==> src/rtl/adcpwm_pkg.sv <==
// Shared types, constants and the servo pulse table for the ADC-average to PWM block.
// Used by the lane, merge, top level and checker files; depends on nothing.
`timescale 1ns / 1ps

package adcpwm_pkg;

    localparam int WINDOW_LENGTH = 10;
    localparam int SLOT_W        = $clog2(WINDOW_LENGTH);
    localparam int SAMPLE_W      = 10;
    localparam int SUM_W         = 14;
    localparam int SAMPLE_MAX    = 1023;

    // floor(sum / WINDOW_LENGTH) as a round-up reciprocal multiply, exact for SUM_W-bit sums
    localparam int AVG_K   = SUM_W + $clog2(WINDOW_LENGTH);
    localparam int AVG_M_W = AVG_K + 1;
    localparam int AVG_M   = ((2 ** AVG_K) + WINDOW_LENGTH - 1) / WINDOW_LENGTH;

    localparam int SCALE_W      = 8;
    localparam int OFFSET_W     = 7;
    localparam int SETTING_W    = 8;
    localparam int SPEED_SCALE  = 198;
    localparam int SPEED_OFFSET = 99;
    localparam int ANGLE_SCALE  = 180;
    localparam int ANGLE_OFFSET = 90;

    // floor(prod / 1023) as a round-up reciprocal multiply, exact for PROD_W-bit products
    localparam int PROD_W     = SAMPLE_W + SCALE_W;
    localparam int FULL_SCALE = 1023;
    localparam int FS_K       = PROD_W + $clog2(FULL_SCALE);
    localparam int FS_M_W     = PROD_W + 1;
    localparam int FS_M       = ((2 ** FS_K) + FULL_SCALE - 1) / FULL_SCALE;
    localparam int Q_W        = 8;

    localparam int MAG_W        = 7;
    localparam int DUTY_W       = 11;
    localparam int DUTY_FACTOR  = 20;
    localparam int PULSE_W      = 12;
    localparam int PULSE_GAIN   = 1124;
    localparam int PULSE_SPAN   = 90;
    localparam int PULSE_CENTER = 1874;
    localparam int ANGLE_IDX_W  = $clog2(2 * ANGLE_OFFSET + 1);

    localparam int IN_DATA_W  = 24;
    localparam int OUT_DATA_W = 56;

    typedef struct packed {
        logic              load;
        logic [SLOT_W-1:0] slot;
        logic              avg_en;
        logic              prod_en;
        logic              set_en;
    } lane_ctrl_t;

    typedef struct packed {
        logic [PULSE_W-1:0]          servo_pulse;
        logic [DUTY_W-1:0]           motor_duty;
        logic                        bridge_standby;
        logic                        bridge_in2;
        logic                        bridge_in1;
        logic signed [SETTING_W-1:0] angle_setting;
        logic [MAG_W-1:0]            abs_speed;
        logic signed [SETTING_W-1:0] speed_setting;
    } result_t;

    typedef logic [PULSE_W-1:0] pulse_table_t [0:2*ANGLE_OFFSET];

    // servo compare value per angle; integer division truncates toward zero
    function automatic pulse_table_t build_pulse_table();
        pulse_table_t tbl;
        int           a;
        for (int i = 0; i <= 2 * ANGLE_OFFSET; i++)
        begin
            a      = i - ANGLE_OFFSET;
            tbl[i] = PULSE_W'((PULSE_GAIN * a) / PULSE_SPAN + PULSE_CENTER);
        end
        return tbl;
    endfunction

    localparam pulse_table_t PULSE_TABLE = build_pulse_table();

endpackage

==> src/rtl/adcpwm_lane.sv <==
// One channel lane: sliding window, running sum, average and scaling to a signed setting.
// Depends on adcpwm_pkg.
`timescale 1ns / 1ps

module adcpwm_lane (
    input  logic                                     clk,
    input  logic                                     rst_n,
    input  adcpwm_pkg::lane_ctrl_t                   ctrl,
    input  logic [adcpwm_pkg::SAMPLE_W-1:0]          sample,
    input  logic [adcpwm_pkg::SCALE_W-1:0]           scale,
    input  logic [adcpwm_pkg::OFFSET_W-1:0]          offset,
    output logic signed [adcpwm_pkg::SETTING_W-1:0]  setting
);

    logic [adcpwm_pkg::SAMPLE_W-1:0] window_reg [adcpwm_pkg::WINDOW_LENGTH];
    logic [adcpwm_pkg::SUM_W-1:0]    sum_reg;
    logic [adcpwm_pkg::SUM_W-1:0]    sum_next;
    logic [adcpwm_pkg::SAMPLE_W-1:0] avg_reg;
    logic [adcpwm_pkg::SAMPLE_W-1:0] avg_next;
    logic [adcpwm_pkg::PROD_W-1:0]   prod_reg;
    logic [adcpwm_pkg::PROD_W-1:0]   prod_next;
    logic signed [adcpwm_pkg::SETTING_W-1:0] setting_reg;
    logic signed [adcpwm_pkg::SETTING_W-1:0] setting_next;

    logic [adcpwm_pkg::SUM_W+adcpwm_pkg::AVG_M_W-1:0]  avg_prod;
    logic [adcpwm_pkg::SUM_W-1:0]                      avg_q;
    logic [adcpwm_pkg::PROD_W+adcpwm_pkg::FS_M_W-1:0]  fs_prod;
    logic [adcpwm_pkg::Q_W-1:0]                        q;
    logic signed [adcpwm_pkg::SETTING_W:0]             diff;

    // drop the oldest sample, add the new one
    assign sum_next = adcpwm_pkg::SUM_W'(sum_reg - adcpwm_pkg::SUM_W'(window_reg[ctrl.slot])
                      + adcpwm_pkg::SUM_W'(sample));

    always_ff @(posedge clk or negedge rst_n)
    begin
        if (!rst_n)
        begin
            sum_reg <= '0;
            for (int i = 0; i < adcpwm_pkg::WINDOW_LENGTH; i++)
            begin
                window_reg[i] <= '0;
            end
        end
        else if (ctrl.load)
        begin
            sum_reg                <= sum_next;
            window_reg[ctrl.slot]  <= sample;
        end
    end

    assign avg_prod = adcpwm_pkg::SUM_W'(sum_reg)
                      * adcpwm_pkg::AVG_M_W'(adcpwm_pkg::AVG_M);
    assign avg_q    = avg_prod[adcpwm_pkg::AVG_K +: adcpwm_pkg::SUM_W];

    always_comb
    begin
        if (avg_q > adcpwm_pkg::SUM_W'(adcpwm_pkg::SAMPLE_MAX))
        begin
            avg_next = adcpwm_pkg::SAMPLE_W'(adcpwm_pkg::SAMPLE_MAX);
        end
        else
        begin
            avg_next = avg_q[adcpwm_pkg::SAMPLE_W-1:0];
        end
    end

    assign prod_next = adcpwm_pkg::PROD_W'(avg_reg) * adcpwm_pkg::PROD_W'(scale);

    assign fs_prod = adcpwm_pkg::PROD_W'(prod_reg) * adcpwm_pkg::FS_M_W'(adcpwm_pkg::FS_M);
    assign q       = fs_prod[adcpwm_pkg::FS_K +: adcpwm_pkg::Q_W];
    assign diff    = $signed({1'b0, q}) - $signed({2'b00, offset});
    assign setting_next = diff[adcpwm_pkg::SETTING_W-1:0];

    always_ff @(posedge clk)
    begin
        if (ctrl.avg_en)
        begin
            avg_reg <= avg_next;
        end
        if (ctrl.prod_en)
        begin
            prod_reg <= prod_next;
        end
        if (ctrl.set_en)
        begin
            setting_reg <= setting_next;
        end
    end

    assign setting = setting_reg;

endmodule

==> src/rtl/adcpwm_merge.sv <==
// Merge stage: combines the speed and angle settings into bridge bits, duty and servo pulse,
// and holds the result beat in the output register. Depends on adcpwm_pkg.
`timescale 1ns / 1ps

module adcpwm_merge (
    input  logic                                     clk,
    input  logic                                     rst_n,
    input  logic                                     in_valid,
    output logic                                     in_ready,
    input  logic signed [adcpwm_pkg::SETTING_W-1:0]  speed_setting,
    input  logic signed [adcpwm_pkg::SETTING_W-1:0]  angle_setting,
    output logic                                     out_valid,
    input  logic                                     out_ready,
    output adcpwm_pkg::result_t                      result
);

    logic                             valid_reg;
    logic                             valid_next;
    adcpwm_pkg::result_t              result_reg;
    adcpwm_pkg::result_t              result_next;
    logic [adcpwm_pkg::SETTING_W-1:0] neg_speed;
    logic [adcpwm_pkg::MAG_W-1:0]     mag;
    logic [adcpwm_pkg::ANGLE_IDX_W-1:0] angle_idx;

    assign in_ready = !valid_reg || out_ready;

    assign neg_speed = adcpwm_pkg::SETTING_W'(-speed_setting);
    assign mag       = speed_setting[adcpwm_pkg::SETTING_W-1]
                       ? neg_speed[adcpwm_pkg::MAG_W-1:0]
                       : speed_setting[adcpwm_pkg::MAG_W-1:0];
    assign angle_idx = adcpwm_pkg::ANGLE_IDX_W'(angle_setting
                       + adcpwm_pkg::SETTING_W'(adcpwm_pkg::ANGLE_OFFSET));

    always_comb
    begin
        result_next.speed_setting  = speed_setting;
        result_next.abs_speed      = mag;
        result_next.angle_setting  = angle_setting;
        result_next.bridge_in1     = speed_setting[adcpwm_pkg::SETTING_W-1];
        result_next.bridge_in2     = !speed_setting[adcpwm_pkg::SETTING_W-1]
                                     && (speed_setting != '0);
        result_next.bridge_standby = (speed_setting != '0);
        result_next.motor_duty     = adcpwm_pkg::DUTY_W'(mag)
                                     * adcpwm_pkg::DUTY_W'(adcpwm_pkg::DUTY_FACTOR);
        result_next.servo_pulse    = adcpwm_pkg::PULSE_TABLE[angle_idx];
    end

    always_comb
    begin
        priority if (in_valid && in_ready)
        begin
            valid_next = 1'b1;
        end
        else if (out_ready)
        begin
            valid_next = 1'b0;
        end
        else
        begin
            valid_next = valid_reg;
        end
    end

    always_ff @(posedge clk or negedge rst_n)
    begin
        if (!rst_n)
        begin
            valid_reg <= 1'b0;
        end
        else
        begin
            valid_reg <= valid_next;
        end
    end

    always_ff @(posedge clk)
    begin
        if (in_valid && in_ready)
        begin
            result_reg <= result_next;
        end
    end

    assign out_valid = valid_reg;
    assign result    = result_reg;

endmodule

==> src/rtl/adc_average_to_motor_servo_pwm.sv <==
// Top level of the ADC-average to motor and servo PWM block: stream ports, sequencing,
// two channel lanes and the merge stage. Depends on adcpwm_pkg, adcpwm_lane, adcpwm_merge.
`timescale 1ns / 1ps

// Each input beat carries a speed and an angle ADC sample. Each goes into its own lane, which
// keeps a 10-sample sliding window (cleared to zero at reset, so early averages read low) and
// turns the window average into a signed setting; the merge stage then derives the H-bridge
// bits, the motor duty and the servo pulse. One result beat follows every input beat. A sample
// pair passes the window and sum registers, then the three registered multiply steps of the
// lane pipeline (average, scale, full-scale division), then the load of the output register;
// the lanes hold one pair at a time, and the next pair is taken as the settings move on.
// The output register lets the next pair enter while an earlier result still waits.
module adc_average_to_motor_servo_pwm (
    input  logic                                 clk,
    input  logic                                 rst_n,
    input  logic                                 s_tvalid,
    output logic                                 s_tready,
    // speed_sample [9:0], angle_sample [19:10], zero [23:20]
    input  logic [adcpwm_pkg::IN_DATA_W-1:0]     s_tdata,
    output logic                                 m_tvalid,
    input  logic                                 m_tready,
    // speed_setting [7:0], abs_speed [14:8], angle_setting [22:15], bridge_in1 [23],
    // bridge_in2 [24], bridge_standby [25], motor_duty [36:26], servo_pulse [48:37],
    // zero [55:49]
    output logic [adcpwm_pkg::OUT_DATA_W-1:0]    m_tdata
);

    logic                          v1_reg, v1_next;
    logic                          v2_reg, v2_next;
    logic                          v3_reg, v3_next;
    logic                          v4_reg, v4_next;
    logic [adcpwm_pkg::SLOT_W-1:0] slot_reg, slot_next;
    logic [adcpwm_pkg::SLOT_W-1:0] slot_eff;
    logic                          accept;
    logic                          merge_ready;
    adcpwm_pkg::lane_ctrl_t        ctrl;
    adcpwm_pkg::result_t           result;
    logic signed [adcpwm_pkg::SETTING_W-1:0] speed_setting;
    logic signed [adcpwm_pkg::SETTING_W-1:0] angle_setting;

    // take the next pair as the held settings move into the merge stage
    assign s_tready = !(v1_reg || v2_reg || v3_reg) && (!v4_reg || merge_ready);
    assign accept   = s_tvalid && s_tready;

    // write at slot 0 should the slot ever leave the window
    assign slot_eff  = (int'(slot_reg) >= adcpwm_pkg::WINDOW_LENGTH) ? '0 : slot_reg;
    assign slot_next = (slot_eff == adcpwm_pkg::SLOT_W'(adcpwm_pkg::WINDOW_LENGTH - 1))
                       ? '0 : adcpwm_pkg::SLOT_W'(slot_eff + 1'b1);

    assign v1_next = accept;
    assign v2_next = v1_reg;
    assign v3_next = v2_reg;
    assign v4_next = v4_reg ? !merge_ready : v3_reg;

    always_ff @(posedge clk or negedge rst_n)
    begin
        if (!rst_n)
        begin
            v1_reg   <= 1'b0;
            v2_reg   <= 1'b0;
            v3_reg   <= 1'b0;
            v4_reg   <= 1'b0;
            slot_reg <= '0;
        end
        else
        begin
            v1_reg <= v1_next;
            v2_reg <= v2_next;
            v3_reg <= v3_next;
            v4_reg <= v4_next;
            if (accept)
            begin
                slot_reg <= slot_next;
            end
        end
    end

    always_comb
    begin
        ctrl.load    = accept;
        ctrl.slot    = slot_eff;
        ctrl.avg_en  = v1_reg;
        ctrl.prod_en = v2_reg;
        ctrl.set_en  = v3_reg;
    end

    adcpwm_lane u_speed_lane (
        .clk     (clk),
        .rst_n   (rst_n),
        .ctrl    (ctrl),
        .sample  (s_tdata[adcpwm_pkg::SAMPLE_W-1:0]),
        .scale   (adcpwm_pkg::SCALE_W'(adcpwm_pkg::SPEED_SCALE)),
        .offset  (adcpwm_pkg::OFFSET_W'(adcpwm_pkg::SPEED_OFFSET)),
        .setting (speed_setting)
    );

    adcpwm_lane u_angle_lane (
        .clk     (clk),
        .rst_n   (rst_n),
        .ctrl    (ctrl),
        .sample  (s_tdata[2*adcpwm_pkg::SAMPLE_W-1:adcpwm_pkg::SAMPLE_W]),
        .scale   (adcpwm_pkg::SCALE_W'(adcpwm_pkg::ANGLE_SCALE)),
        .offset  (adcpwm_pkg::OFFSET_W'(adcpwm_pkg::ANGLE_OFFSET)),
        .setting (angle_setting)
    );

    // the lane setting registers hold while v4 waits for the merge stage
    adcpwm_merge u_merge (
        .clk           (clk),
        .rst_n         (rst_n),
        .in_valid      (v4_reg),
        .in_ready      (merge_ready),
        .speed_setting (speed_setting),
        .angle_setting (angle_setting),
        .out_valid     (m_tvalid),
        .out_ready     (m_tready),
        .result        (result)
    );

    assign m_tdata = {{(adcpwm_pkg::OUT_DATA_W - $bits(adcpwm_pkg::result_t)){1'b0}}, result};

endmodule

==> config.mk <==
export PLATFORM = sky130hd
export DESIGN_NAME = adc_average_to_motor_servo_pwm
export DESIGN_NICKNAME = d
export VERILOG_FILES = /design/src/rtl/adcpwm_pkg.sv /design/src/rtl/adcpwm_lane.sv /design/src/rtl/adcpwm_merge.sv /design/src/rtl/adc_average_to_motor_servo_pwm.sv
export SDC_FILE = /design/constraint.sdc
export NUM_CORES = 1
export LEC_CHECK = 0
export ABC_AREA = 1
export ABC_CLOCK_PERIOD_IN_PS = 9500
export CORE_UTILIZATION = 35
export CTS_CLUSTER_SIZE = 25
export DETAILED_ROUTE_END_ITERATION = 6
export DONT_BUFFER_PORTS = 1
export GPL_TIMING_DRIVEN = 0
export PLACE_DENSITY_LB_ADDON = 0.1
export SETUP_SLACK_MARGIN = 0.3
export SYNTH_ARGS = -nofsm -noshare
export SYNTH_HDL_FRONTEND = slang
export SYNTH_SLANG_ARGS = --single-unit
==> constraint.sdc <==
create_clock -name clk -period 9.5 [get_ports clk]
set_clock_uncertainty 0.15 [all_clocks]
set_input_delay 0.95 -clock clk [delete_from_list [all_inputs] [get_ports clk]]
set_output_delay 0.95 -clock clk [all_outputs]
set_load 0.02 [all_outputs]
Yosys cells after proc, flatten, opt, wreduce, memory -nomap -nowiden
Memory sizes are Yosys's and may differ from the RTL's. A register that Yosys moved wholly into a read port is not among the register bits. Cells that the tools add are included. W data, S select, Z words.

Register bits: 341. Bits in latches: 0. Bits in writable memories: 0. Bits in read-only memories: 3072. Output and inout bits: 58. Word-level logic and storage cells: 98. Memories kept: 1.

$add $sub $neg: 9. Multipliers: 7. Divide/modulo/power cells: 0. Magnitude comparators: 5. Equal/unequal tests: 1. Shifts and indexed selects: 0. Mux-type cells: 16. Bitwise logic cells: 2. Reduce and logical (&&, ||, !) cells: 16.

Memories: (name not given) (depth 256, bits a word 12, read ports 1, clocked after Yosys merged registers in 1, write ports 0, line adcpwm_merge.sv:45) `result_next.servo_pulse = adcpwm_pkg::PULSE_TABLE[angle_idx];`.

Operator list (number): $bwmux W100 (2); $bmux W10 S4 (2); $mul A14 B15 Y29 const B (2); $mux W10 (5); $demux W10 S4 (1); $mul A17 B19 Y35 const B (1); $mul A16 B19 Y34 const B (1); $add A14 B10 Y14 (2); $sub A14 B10 Y14 (2); $gt A11 B10 Y1 const B (2); $mul A10 B7 Y17 const B (1); $mul A10 B6 Y16 const B (1); $sub A8 B7 Y8 const B (2); $mul A7 B3 Y9 const B (1); $not A8 Y9 (1); $add A8 B8 Y8 const B (1); $mux W4 (2); $reduce_bool A8 Y1 (1); $mux W7 (1); $neg A7 Y7 (1); $ge A5 B5 Y1 const B (1); $logic_and A1 B1 Y1 (5); $logic_not A1 Y1 (5); $lt A5 B1 Y1 const B (1); other kinds (7) (12).

Depth between registers and ports, before layout
Depth after elaboration: 8. Mapped depth: 24. Mapped depth without buffers: 24.

Cells and area by module
A second synthesis with hierarchy kept.

Cells, all modules: 4570. Area, all modules: 35422.7 um^2.

By module, submodules not included: adcpwm_lane at u_speed_lane (times used 1, cells each 2001, area an instance 15651.3 um^2, sequential area each 3933.8 um^2); adcpwm_lane at u_angle_lane (times used 1, cells each 1987, area an instance 15608.7 um^2, sequential area each 3933.8 um^2); adcpwm_merge (times used 1, cells each 524, area an instance 3721.1 um^2, sequential area each 1316.3 um^2); adc_average_to_motor_servo_pwm (times used 1, cells each 58, area an instance 441.7 um^2, sequential area each 200.2 um^2).

Worst setup path after synthesis
No wires, ideal clock.

Kind: flip-flop to flip-flop. Start point: register u_angle_lane.sum_reg[11] (netlist bit). End point: register u_angle_lane.avg_reg[3] (netlist bit), data pin. Setup time: 0.276 ns. Data arrival time: 4.868 ns. Path slack: 4.206 ns. Stages on the path, launching flop included: 18. Period minus slack after synthesis: 5.294 ns. Cell sequence: dfrtp_1 -> fa_1 -> inv_1 -> fa_1 -> fa_1 -> fa_1 -> inv_1 -> fa_1 -> fa_1 -> ha_1 -> a21oi_1 -> nor2_1 -> o21ai_0 -> nand2_1 -> a21oi_1 -> nand3_1 -> xor2_2 -> nand3_1.

Longest elaborated chain between the ends: 2.

RTL lines: from (decl) (line adcpwm_lane.sv:16) `logic [adcpwm_pkg::SUM_W-1:0] sum_reg;`; from (signal assigned) (line adcpwm_lane.sv:47) `sum_reg <= sum_next;`; $mul A14 B15 Y29 (*) (line adcpwm_lane.sv:53) `* adcpwm_pkg::AVG_M_W'(adcpwm_pkg::AVG_M);`; $gt A11 B10 Y1 (line adcpwm_lane.sv:58) `if (avg_q > adcpwm_pkg::SUM_W'(adcpwm_pkg::SAMPLE_MAX))`; to (signal assigned) (line adcpwm_lane.sv:79) `avg_reg <= avg_next;`; to (decl) (line adcpwm_lane.sv:18) `logic [adcpwm_pkg::SAMPLE_W-1:0] avg_reg;`.

Every way passes the cells marked *; elsewhere a longest branch is shown, timed or not. A chain may end at the register's enable or synchronous reset.

Final worst setup path
Start point: register u_speed_lane.sum_reg[12] (netlist bit). End point: register u_speed_lane.avg_reg[3] (netlist bit), data pin.

Longest elaborated chain between the ends: 2.

RTL lines (line): from (decl) (adcpwm_lane.sv:16); from (signal assigned) (adcpwm_lane.sv:47); $mul A14 B15 Y29 (*) (adcpwm_lane.sv:53); $gt A11 B10 Y1 (adcpwm_lane.sv:58); to (signal assigned) (adcpwm_lane.sv:79); to (decl) (adcpwm_lane.sv:18).

Marked as above.

==> impl_metrics.ini <==
[layout]
fillers = 8981
fin_nets = 4260
area_growth_pct = 9.67
drive_gt1_share_pct = 4.31
final_common_cell = nand2_1
mostFrequentLayoutCells = nand2_1 (792), inv_1 (555), ha_1 (439)

[yosys]
synth.area.top_cells = dfrtp_1 (20%), ha_1 (18%), edfxtp_1 (11%), fa_1 (11%), nand2_1 (9.9%)
synth.avg_cell_area_sq_um = 8.41
yosys_warnings = 0
synthArstFlopShare_pct = 67.9
synthCells = 3575
synth_seq_cells = 349
synth_ff_type = dfrtp_1
synth_top_cell_by_area = dfrtp_1
synth-edff-count = 112
synth_cell_types = 55
syn-cell-area_sq_um = 30100
synth.top_cell.area_share_pct = 19.7
yosysSeqAreaShare_pct = 30.9

[drt]
wl_met1_microns = 41500
firstDrtPassIters = 5
avgViaCountPerCell = 4.98
drtIter0Drc = 1541
routed.top_layer = met4
ant_nets = 0
route.met3.wl_microns = 3880
num_vias = 23900
wl_per_cell_microns = 17.5
drc = 0
routed_wl_microns = 84200
wl_met2_microns = 37200

[cts]
cts_root_buf = clkbuf_16
htreeDepth = 2
numCtsBuffers = 42
cts.sinks = 349
cts_setup_buffers = 0
clkTransAtPathRegs_ns = 0.06
clock_latency_ns = 0.58
cts_tree = done
cts_max_path_buffers = 3

[setup_path]
cp.arrival_ns = 6.21
r2r_start = u_speed_lane.sum_reg[12]
rrSetupSlack_ns = 3.41
reg2regPathDepth = 23
slowest_delay_ns = 0.54
crit_top_cell = inv_1
crit_fanout = 10
cp-end-kind = register
worstSetupPathType = register to register
slowest_stage = fa_1
crit_path_cell_trace = inv_1 -> ha_1 -> inv_1 -> fa_1 -> fa_1 -> inv_1 -> fa_1 -> inv_1 -> fa_1 -> inv_1 -> fa_1 -> inv_1 -> ha_1 -> nand2_1 -> nor2_1 -> nand2_1 -> inv_1 -> nand4_1 -> nand2_1 -> nand2_1 -> nand3_1 -> xor2_2 -> nand3_1
critPathRequiredTime_ns = 9.62
setup.worst_path.start_class = register
r2r_end = u_speed_lane.avg_reg[3]

[sta]
layout_min_cycle_time_ns = 6.09
setup_viol = 0
slew_headroom_pct = 14.2
worstMarginPinSlew_ns = 1.29
finalHoldViolations = 0
maxSlewViolCount = 0
whs_ns = 0.310
rsz0062_at_grt = false
period_share_pct = 64.1
fmax_ghz = 0.164
fin_tns_setup_ns = 0

[floorplan]
start_util_pct = 35.3
rows = 107
coreArea_sq_um = 85100
io_pins = 86
fp.dieW_microns = 295
dieArea_sq_um = 87100
fp.dieH_microns = 295

[global_routing]
grt_pass1_vias = 23700
grt_pass1_wl_microns = 135000
grt_overflow = 0
grt_max_degree = 238
grt_antenna_before_repair = 0
grt_usage_pct = 19.8

[hold_path]
hold_path.class = input port to asynchronous set/reset pin

[placement]
place_hpwl_microns = 66500
routabilityCongestion = 0.896
numPortBuffers = 0

[flow_run]
drv_cap = 0

[status]
status = finished clean
==> routing by layer <==
| metal | vias to the layer above | track usage, % |
|---|---|---|
| met2 | 507 | 31.1 |
| met4 | 0 | 4.51 |
| met1 | 11500 | 28.7 |
| met3 | 87 | 2.66 |
| met5 | - | 0 |
| li1 | 11900 | - |
==> critical path, delay by kind of cell, from the launching register on <==
family	cells	cell delay (ns)
adders and majority gates	7	3.24
and+or+nand+nor	8	1.09
buffers and inverters	7	0.51
DFF	1	0.41
xor gates and xnor gates	1	0.40
==> worst max path at each step <==
stage	slack, ns	endpoint	start
6_report	3.41	u_speed_lane.avg_reg[3]	u_speed_lane.sum_reg[12]
5_1_grt	3.05	u_speed_lane.avg_reg[3]	u_speed_lane.sum_reg[12]
4_1_cts	3.36	u_speed_lane.avg_reg[3]	u_speed_lane.sum_reg[11]
3_5_place_dp	3.38	u_speed_lane.avg_reg[3]	u_speed_lane.sum_reg[12]
3_3_place_gp	3.38	u_speed_lane.avg_reg[3]	u_speed_lane.sum_reg[12]
2_1_floorplan	4.21	u_angle_lane.avg_reg[3]	u_angle_lane.sum_reg[11]
==> stage by stage <==
stage	instances	setup slack [ns]	area, sq um	utilization, %
floorplan	3583	4.21	30100	-
detailed placement	4728	3.38	31600	37.1
global route	4807	3.05	33000	38.7
global placement	4727	3.38	31500	37.0
CTS	4807	3.36	33000	38.7
finish	4809	3.41	33000	38.7
==> logic make-up after synthesis <==
| family | share of synthesized area, % |
|---|---|
| fa+ha+maj | 29.2 |
| flops | 30.9 |
| buf+inv | 8.90 |
| compound gates | 11.6 |
| other cells | 0.0125 |
| xor+xnor | 2.35 |
| simple gates | 17.0 |
==> area by class of cell <==
cell class | instances | area [sq um] | area share [%]
clock buffer | 63 | 1260 | 3.84
tap | 1144 | 1430 | 4.34
timing repair buffer | 2 | 55.1 | 0.167
buffer | 112 | 518 | 1.57
clock inverter | 15 | 108 | 0.326
antenna | 2 | 5.00 | 0.0152
multi-input combinational | 2547 | 18100 | 55.0
sequential | 349 | 9300 | 28.2
inverter | 575 | 2160 | 6.55
==> synthesized netlist by cell type, types with 4 or more instances <==
master,instances
ha_1,439
nand3_1,141
fa_1,164
a22oi_1,35
nor3_1,34
buf_2,39
a31oi_1,23
xnor2_1,25
buf_4,13
a21o_1,10
o2111ai_1,15
edfxtp_1,112
or2_2,9
o31ai_1,7
o211ai_1,21
o21ai_0,269
nand2_2,5
nand4_1,43
inv_2,7
nand2_1,792
a21boi_0,4
o21ai_1,12
nor2_1,205
o21bai_1,15
nand3b_1,4
o221ai_1,6
a21oi_1,168
clkinv_1,13
inv_1,555
o21a_1,5
dfrtp_1,237
xor2_1,47
clkbuf_1,58
o22ai_1,14
==> repair_timing <==
item	CTS	global route
gates resized for setup	0	0
hold endpoints to repair	237	0
hold buffers	1	0
Power is not shown: default switching activity piles up to over one toggle a cycle in this logic, so the estimate is an artifact.
